==> config.mk <==
export PLATFORM = sky130hd
export DESIGN_NAME = q2r_finish
export DESIGN_NICKNAME = d
export VERILOG_FILES = /design/src/rtl/q2r_pkg.sv /design/src/rtl/q2r_finish.sv
export SDC_FILE = /design/constraint.sdc
export NUM_CORES = 1
export LEC_CHECK = 0
export ABC_AREA = 1
export BUFFER_PORTS_ARGS = -buffer_cell sky130_fd_sc_hd__clkbuf_2
export CORE_AREA = 2 2 246 248
export DETAILED_ROUTE_END_ITERATION = 8
export DIE_AREA = 0 0 248 250
export GPL_TIMING_DRIVEN = 0
export PLACE_DENSITY = 0.48
export REMOVE_ABC_BUFFERS = 1
export SYNTH_ARGS = -nofsm -noshare
export SYNTH_HDL_FRONTEND = slang
export SYNTH_SLANG_ARGS = --single-unit
==> constraint.sdc <==
create_clock -name clk -period 4.2 [get_ports clk]
set_input_delay 0.63 -clock clk [delete_from_list [all_inputs] [get_ports clk]]
set_output_delay 0.63 -clock clk [all_outputs]
set_load 0.02 [all_outputs]
==> src/rtl/q2r_pkg.sv <==
// Shared widths, constants and stage payload types for the quaternion to
// rotation matrix pipeline. No dependencies.
package q2r_pkg;

  localparam int CW = 16;          // component width
  localparam int FB = 14;          // fraction bits
  localparam int PW = 2 * CW;      // product width
  localparam int NW = 2 * CW + 1;  // squared norm and numerator width
  localparam int QW = FB + 2;      // quotient bits: one integer, FB+1 fraction
  localparam int DS = FB + 2;      // division steps
  localparam int NE = 9;           // matrix elements

  localparam logic [NW-1:0] OneQ = NW'(1) << FB;
  localparam logic [NW-1:0] TopPos = (NW'(1) << (CW - 1)) - NW'(1);
  localparam logic [NW-1:0] TopNeg = NW'(1) << (CW - 1);
  localparam logic [QW-1:0] PosLim = (OneQ < TopPos) ? QW'(OneQ) : QW'(TopPos);
  localparam logic [QW-1:0] NegLim = (OneQ < TopNeg) ? QW'(OneQ) : QW'(TopNeg);

  typedef struct packed {
    logic [NE-1:0][NW-1:0] rem;
    logic [NE-1:0][QW-1:0] acc;
    logic [NE-1:0]         neg;
    logic [NW-1:0]         den;
    logic                  zero;
  } div_t;

endpackage

==> src/rtl/q2r_finish.sv <==
// Output stage: round half away from zero, clamp to [-1,1], apply sign,
// substitute identity for a zero quaternion. Uses q2r_pkg.
module q2r_finish import q2r_pkg::*; (
  input  logic                       clk,
  input  logic                       en,
  input  div_t                       div_in,
  output logic [NE-1:0][CW-1:0]      m_out,
  output logic                       zero_out
);

  logic [NE-1:0][CW-1:0] m_r, m_nxt;
  logic                  zero_r;
  logic [QW:0]           q;
  logic [QW-1:0]         lim, qs;

  always_comb begin
    q = '0; lim = '0; qs = '0;
    for (int i = 0; i < NE; i++) begin
      q   = ({1'b0, div_in.acc[i]} + (QW+1)'(1)) >> 1;
      lim = div_in.neg[i] ? NegLim : PosLim;
      qs  = (q > {1'b0, lim}) ? lim : QW'(q);
      if (div_in.zero)
        m_nxt[i] = (i % 4 == 0) ? CW'(PosLim) : '0;
      else
        m_nxt[i] = div_in.neg[i] ? CW'(-qs) : CW'(qs);
    end
  end

  always_ff @(posedge clk) begin
    if (en) begin
      m_r    <= m_nxt;
      zero_r <= div_in.zero;
    end
  end

  assign m_out    = m_r;
  assign zero_out = zero_r;

endmodule

Word level (Yosys, flattened, before mapping)
Cells that the tools add are included.
W data, S select, Z words.

cells by class
  add/sub/neg operators = 18
  magnitude comparators = 9
  multiplexer cells = 18

operator list
  kind                     number
  $mux W16                 18
  $add A16 B1 Y17 const B  9
  $gt A16 B15 Y1 const B   9
  $neg A16 Y16             9

word-level totals
  register bits = 145
  output and inout port bits = 145
  word-level logic and storage cells = 55

Logic depth before layout (Yosys ltp)
Gate-level depths: netlist (run 1).

  depth in word-level cells = 5
  mapped depth = 24

Worst setup path before layout (run 1)
OpenSTA, ideal clock, no wires.

  kind = in2reg
  start point = input port div_in[171] (netlist bit)
  end point = register m_r (netlist bit m_out[140]), data pin
  data arrival time = 2886 ps
  required time = 3947 ps
  path slack = 1061 ps
  stages on the path = 23
  buffers on the path = 1
  cell sequence = ha_1 -> nand3_2 -> nor2_4 -> nand2_1 -> nand2_1 -> nand2_1 -> nor2_1 -> nand2_1 -> nor2_1 -> nand3_1 -> nand2_1 -> buf_6 -> inv_1 -> or2_2 -> ha_1 -> inv_1 -> nor2_1 -> nand2_1 -> nand2_1 -> nand3b_1 -> nor2_1 -> nor2_1 -> nor2_1

on the way
  cells in the longest elaborated chain, start to end = 5

RTL lines
  element               line              source
  start, declared       q2r_finish.sv:6   input div_t div_in,
  $add A16 B1 Y17 (*)   q2r_finish.sv:19  q = ({1'b0, div_in.acc[i]} + (QW+1)'(1)) >> 1;
  $gt A16 B15 Y1        q2r_finish.sv:21  qs = (q > {1'b0, lim}) ? lim : QW'(q);
  $mux W16 (*)          q2r_finish.sv:21
  $neg A16 Y16          q2r_finish.sv:25  m_nxt[i] = div_in.neg[i] ? CW'(-qs) : CW'(qs);
  $mux W16 (*)          q2r_finish.sv:25
  end signal, assigned  q2r_finish.sv:31  m_r <= m_nxt;
  end, declared         q2r_finish.sv:11  logic [NE-1:0][CW-1:0] m_r, m_nxt;

Mark *: on every way between the ends. The rest lies on a longest branch, timed or not.
A chain may end at the register's enable or synchronous reset.

Final worst setup path (run 1)
Ends and elaborated chain as after synthesis.

==> reports/qor.txt, run 1 <==
=============================================================================
Hold-critical path endpoint                                      m_out[48]$_SDFFCE_PP0P_
ANT nets after route                                                        0
Final Net Count                                                         2,805
Vias in the first global route                                         12,929
Number of flops mapped to enable cells by yosys                           145
Area enclosed by the die boundary                                  0.0620 mm2
Status                                                           complete, no violations
Vias/cell                                                                4.49
Total via count after detailed routing                                 13,909
Synth warnings                                                              0
Hold Startpoint                                                    div_in[92]
Number of buffer cells added on primary ports                             300
Tot Pwr                                                               4.75 mW
Fraction of power consumed by combinational cells                       0.270
Detailed-route wire length                                          43,800 um
Longest individual stage delay on the worst path                       450 ps
Series of cell instances along the critical path                 clkbuf_2, ha_1, nand3_2, nor2_4, nand2_1, nand2_1, nand2_1, nor2_1, nand2_1, nor2_1, nand3_1, nand2_1, inv_1, or2_2, ha_1, inv_1, nor2_1, nand2_1, nand2_1, nand3b_1, nor2_1, nor2_1, nor2_1
Max-Cap Viols                                                               0
Global-route wire length before repair                              68,200 um
Number of distinct library cells after synthesis                           53
Hold buffer count at CTS                                                    0
Pin count of the biggest net entering global routing                       81
Worst path most repeated cell                                         nand2_1
Slew headroom                                                           0.162
Post-cts gate resize count                                                  0
Die Wd                                                                 248 um
CTS clock-pin slew for the worst setup and hold paths                   70 ps
Total number of placement rows                                             90
DRC                                                                         0
Number of top-level design ports                                          631
Classification of the worst-slack hold path                      input port to register
Layout cell share with drive strength beyond 1                          0.168
Deepest level of the CTS H-tree                                             4
RSZ-0062 raised after global routing                                    false
Relative area change from synthesis to final layout                     22.2%
Clk network pwr share                                                   0.351
Number of buffers between clock root and the deepest sink                   2
CTS buffer count                                                           17
Number of setup violations in the final report                              0
Worst-Margin Slew                                                     1260 ps
Routed wire length per instance                                       14.1 um
Portion of the post-synthesis area used by sequential elements          0.332
Ratio of final minimum period to clock period                           0.859
Sum of overflow across all layers after global routing                      0
CTS tree                                                                built
Switching power total                                                 1.66 mW
Internal                                                              3.08 mW
CP Launch Type                                                     input port
Crit Path Class                                                  input port to register
Total Neg Setup Slack                                                    0 ps
Post-Syn Area per Cell                                               6.48 um2
Final hold violation count                                                  0
Commonest register cell after synthesis                              edfxtp_1
Biggest fanout along the worst timing path                                 20
Switching share of power                                                0.350
Initial standard-cell utilization of the core                           0.220
Number of clock sinks seen by CTS                                         145
Pwr Density                                                        296 mW/mm2
FFs w/ async S/R, synth                                                     0
Core area                                                          0.0596 mm2
Post-DP HPWL                                                        34,600 um
Min-Delay Path Depth                                                        4
Static Leak                                                           7.75 nW
Vertical die dimension                                                 250 um
Cell with the largest stage delay on the worst path                   nand2_1
Worst setup EP type                                                  register
Final min period                                                      3610 ps
Peak ir drop on the vdd network                                    0.000336 V
Detailed-router iteration count before antenna repair                       6
Part of the total power dissipated in sequential elements               0.379
Clock root buffer                                                   clkbuf_16
Setup Fix Bufs, Post-CTS                                                    0
Cell area after synthesis                                          0.0131 mm2
Register bit total from synthesis                                         145
Max Slew Vio Count                                                          0
Data required time at the worst endpoint                              4440 ps
Achievable frequency                                                0.277 GHz
Filler cell count                                                       6,667
DRC violation total after the first TritonRoute iteration                 732
Placer Congestion                                                       0.872
Data arrival at the endpoint of the critical path                     3840 ps
Cell count after synthesis                                              2,023
Initial antenna violation count                                             6
Total routing resource utilization after global routing                 0.141
=============================================================================
==> Yosys cell counts, types with 5 or more instances <==
master / count / area (um2)
o311ai_0: 5 / 43.8
nand3_1: 149 / 746
edfxtp_1: 145 / 4350
nand3b_1: 11 / 82.6
nor3_1: 39 / 195
o41ai_1: 8 / 70.1
nand4_1: 56 / 350
o21ai_1: 19 / 95.1
a21oi_1: 89 / 445
nand2_1: 621 / 2330
o31ai_1: 7 / 52.6
ha_1: 18 / 225
o211ai_1: 8 / 60.1
a22oi_1: 6 / 45.0
inv_1: 262 / 983
xnor2_1: 16 / 140
buf_6: 8 / 90.1
o21ai_0: 80 / 400
buf_4: 6 / 45.0
xor2_1: 38 / 333
nand3_2: 6 / 60.1
clkbuf_1: 17 / 63.8
nor2_2: 17 / 106
buf_1: 6 / 22.5
nor2_1: 305 / 1140
or2_2: 7 / 43.8
nand2_2: 13 / 81.3
buf_2: 6 / 30.0
o21bai_1: 10 / 75.1
==> layer usage <==
metal / track usage / vias up / wire [um]
li1: - / 7216 / -
met1: 0.176 / 6257 / 19800
met2: 0.216 / 384 / 18800
met3: 0.0604 / 44 / 4390
met4: 0.0460 / 8 / 784
met5: 0 / - / 51
==> sequential cells by signal (all words and copies together) (netlist names) <==
register	count
m_out	144
zero_out	1
==> cell families (layout without fill, tap and decap cells) <==
group / Yosys count / in the layout / share of synthesized area
AO/OA/AOI/OAI: 259 / 259 / 0.117
XOR/XNOR: 56 / 56 / 0.0386
buffers and inverters: 308 / 599 / 0.0950
flip-flops: 145 / 145 / 0.332
AND/OR/NAND/NOR: 1237 / 1237 / 0.400
adder cells (fa/ha/maj): 18 / 18 / 0.0172
other: 0 / 2 / 0
==> per-stage QoR <==
stage | utilization | hold slack [ps] | worst slack (ps) | area (um2) | cells
after floorplan | - | 729 | 843 | 12900 | 1980
after global placement | 0.258 | 1080 | -1330 | 15300 | 3062
after detailed placement | 0.259 | 1080 | 81.0 | 15400 | 3064
after CTS | 0.269 | 595 | 620 | 16000 | 3096
after global routing | 0.269 | 653 | 163 | 16000 | 3096
final | 0.269 | 646 | 594 | 16000 | 3098
==> cell type report <==
| cell class | instances | area, um2 | share of cell area |
|---|---|---|---|
| multi-input combinational | 1570 | 7510 | 0.469 |
| clock buffer | 19 | 433 | 0.0270 |
| tap | 782 | 978 | 0.0611 |
| inverter | 265 | 997 | 0.0622 |
| clock inverter | 13 | 175 | 0.0109 |
| timing repair buffer | 302 | 1570 | 0.0977 |
| sequential | 145 | 4350 | 0.272 |
| antenna | 2 | 5.00 | 0.000312 |
==> worst max-delay path, delay by kind of cell <==
kind	cells	cell delay, ps
adders and majority gates	2	410
and+or+nand+nor	18	2380
buffers and inverters	3	400
==> placed cells by master (no fill, tap or decap), drive strengths merged, types with 56 or more instances in the layout <==
cell type	count
nand3	155
nor2	326
o21ai	100
inv	268
a21oi	90
clkbuf	319
nand2	634
nand4	56
edfxtp	145
==> power groups by stage <==
stage | registers (mW) | clock network (mW) | logic [mW]
finish | 1.80 | 1.67 | 1.28
global route | 1.81 | 1.78 | 1.45
CTS | 1.80 | 1.75 | 1.29
detailed placement | 1.83 | 0 | 1.29
global placement | 1.84 | 0 | 1.28
floorplan | 1.99 | 0 | 0.607
==> worst max path at each step <==
stage | startpoint | endpoint | slack [ps] | cells after the start
2_1_floorplan | div_in[171] | m_out[140]$_SDFFCE_PP0P_ | 840 | 22
3_3_place_gp | div_in[0] | m_out[67]$_SDFFCE_PP0P_ | -1330 | 4
3_5_place_dp | div_in[171] | m_out[140]$_SDFFCE_PP0P_ | 80 | 23
4_1_cts | div_in[171] | m_out[140]$_SDFFCE_PP0P_ | 620 | 23
5_1_grt | div_in[171] | m_out[140]$_SDFFCE_PP0P_ | 160 | 23
6_report | div_in[171] | m_out[140]$_SDFFCE_PP0P_ | 590 | 23
(Power assumes the default switching activity.)
==> run 2, diff against run 1 <==
--- a/config.mk
+++ b/config.mk
@@ -8,6 +8,7 @@
 export ABC_AREA = 1
 export BUFFER_PORTS_ARGS = -buffer_cell sky130_fd_sc_hd__clkbuf_2
 export CORE_AREA = 2 2 246 248
+export CTS_BUF_LIST = sky130_fd_sc_hd__clkbuf_4 sky130_fd_sc_hd__clkbuf_8 sky130_fd_sc_hd__clkbuf_16
 export DETAILED_ROUTE_END_ITERATION = 8
 export DIE_AREA = 0 0 248 250
 export GPL_TIMING_DRIVEN = 0
==> run 2 against run 1 <==
- total power increased by 0.28%
- sequential power about the same
- first-iteration DRC count unchanged
- via count about the same
- critical path depth unchanged
- count of clock-buffer cells in the layout unchanged
- non-clock buffer count unchanged
- setup slack about the same
- die area unchanged
- worst hold slack about the same
- global-route usage unchanged
- cell area about the same
- critical endpoint unchanged
- highest routed layer unchanged
==> reports/qor.txt, run 2 (synthesized netlist as in run 1, its figures left out) <==
=====================================================================================
Status                                                                   complete, no violations
Vertical die dimension                                                         250 um
Internal                                                                      3.10 mW
Largest register FFs                                                              144
Static Leak                                                                   7.75 nW
Number of placed cells counting well taps                                       3,064
Number of top-level design ports                                                  631
Final setup margin                                                             594 ps
Deepest level of the CTS H-tree                                                     4
Placer Congestion                                                               0.872
CP Launch Type                                                             input port
CTS tree                                                                        built
Slew headroom                                                                   0.162
Total number of cells along the worst setup path                                   23
Clock root buffer                                                           clkbuf_16
Pin count of the biggest net entering global routing                               81
Crit Path Class                                                          input port to register
Number of buffers between clock root and the deepest sink                           2
Post-cts gate resize count                                                          0
Series of cell instances along the critical path                         clkbuf_2, ha_1, nand3_2, nor2_4, nand2_1, nand2_1, nand2_1, nor2_1, nand2_1, nor2_1, nand3_1, nand2_1, inv_1, or2_2, ha_1, inv_1, nor2_1, nand2_1, nand2_1, nand3b_1, nor2_1, nor2_1, nor2_1
Final Net Count                                                                 2,805
Buf/Inv on CP                                                                       3
Classification of the worst-slack hold path                              input port to register
Data required time at the worst endpoint                                      4440 ps
Layout cell share with drive strength beyond 1                                  0.169
Number of clock sinks seen by CTS                                                 145
Max-Cap Viols                                                                       0
Detailed-route wire length                                                  43,800 um
Vias/cell                                                                        4.49
Post-Place Setup Slack                                                        81.0 ps
Cell with the largest stage delay on the worst path                           nand2_1
Utilization after layout                                                        0.269
Global-route wire length before repair                                      68,200 um
Relative area change from synthesis to final layout                             22.2%
Register cell area after layout                                           0.00435 mm2
Routed wire length per instance                                               14.1 um
CTS buffer count                                                                   17
Pwr Density                                                                297 mW/mm2
Peak ir drop on the vdd network                                            0.000337 V
Part of the total power dissipated in sequential elements                       0.378
Hold buffer count at CTS                                                            0
Min Hold Slack                                                                 646 ps
Initial antenna violation count                                                     6
Most frequent standard cell in the layout excluding fill and tap cells        nand2_1
Fraction of power consumed by combinational cells                               0.269
Number of cells in the finished layout apart from fillers                       3,098
Final min period                                                              3610 ps
Total routing resource utilization after global routing                         0.141
Ratio of final minimum period to clock period                                   0.859
Achievable frequency                                                        0.277 GHz
Switching share of power                                                        0.349
ANT nets after route                                                                0
Post-DP HPWL                                                                34,600 um
Sum of overflow across all layers after global routing                              0
Longest individual stage delay on the worst path                               450 ps
Die Wd                                                                         248 um
Setup Fix Bufs, Post-CTS                                                            0
Startpoint of the most critical setup path                                div_in[171]
Tot Pwr                                                                       4.76 mW
Worst-Margin Slew                                                             1260 ps
Total number of placement rows                                                     90
RSZ-0062 raised after global routing                                            false
Multi-input combinational cell area                                       0.00751 mm2
CP endpoint                                                              m_out[140]$_SDFFCE_PP0P_
Vias in the first global route                                                 12,929
Initial standard-cell utilization of the core                                   0.220
Switching power total                                                         1.66 mW
Core area                                                                  0.0596 mm2
DRC                                                                                 0
Number of buffer cells added on primary ports                                     300
Filler cell count                                                               6,667
Worst path most repeated cell                                                 nand2_1
Top library cells by usage in the layout, fill and taps aside            nand2_1, nor2_1, clkbuf_2
Detailed-router iteration count before antenna repair                               6
Max Slew Vio Count                                                                  0
Biggest fanout along the worst timing path                                         20
DRC violation total after the first TritonRoute iteration                         732
Final hold violation count                                                          0
Area enclosed by the die boundary                                          0.0620 mm2
Clk network pwr share                                                           0.353
Data arrival at the endpoint of the critical path                             3840 ps
Total via count after detailed routing                                         13,911
Number of setup violations in the final report                                      0
Worst setup EP type                                                          register
CTS clock-pin slew for the worst setup and hold paths                           70 ps
Top Family by Delay on Critical Path                                     simple AND/OR/NAND/NOR gates
=====================================================================================
[run 2: through the flow]
step / TNS (ps) / cell area [um2]
floorplan: 0 / 12900
detailed placement: 0 / 15400
CTS: 0 / 16000
finish: 0 / 16000
global placement: -101540 / 15300
global route: 0 / 16000
[run 2: area by class of cell]
class / count / area share
Multi-Input combinational cell: 1570 / 0.469
Sequential cell: 145 / 0.272
Timing Repair Buffer: 302 / 0.0977
Inverter: 265 / 0.0622
Tap cell: 782 / 0.0610
Clock buffer: 19 / 0.0275
Clock inverter: 13 / 0.0109
Antenna cell: 2 / 0.000312
[run 2: worst min-delay path by stage]
stage | start | endpoint | slack (ps) | depth (start not counted)
after floorplan | div_in[0] | zero_out$_DFFE_PP_ | 730 | 0
after detailed placement | m_out[40]$_SDFFCE_PP0P_ | m_out[40] | 1080 | 1
after CTS | div_in[92] | m_out[48]$_SDFFCE_PP0P_ | 590 | 4
after global routing | div_in[40] | m_out[111]$_SDFFCE_PP0P_ | 650 | 3
final | div_in[92] | m_out[48]$_SDFFCE_PP0P_ | 650 | 4
after global placement | m_out[49]$_SDFFCE_PP0P_ | m_out[49] | 1080 | 1
[run 2: power groups by stage]
stage | sequential, mW | combinational [mW] | clock, mW
global placement | 1.84 | 1.28 | 0
floorplan | 1.99 | 0.607 | 0
global route | 1.81 | 1.45 | 1.79
CTS | 1.80 | 1.29 | 1.76
detailed placement | 1.83 | 1.29 | 0
finish | 1.80 | 1.28 | 1.68
[run 2: routing by layer]
metal | part of all wire | routed length [um] | global-route usage
met2 | 0.43 | 18800 | 0.216
met3 | 0.10 | 4400 | 0.0604
met1 | 0.45 | 19800 | 0.176
met5 | 0.0012 | 51 | 0
met4 | 0.018 | 784 | 0.0460
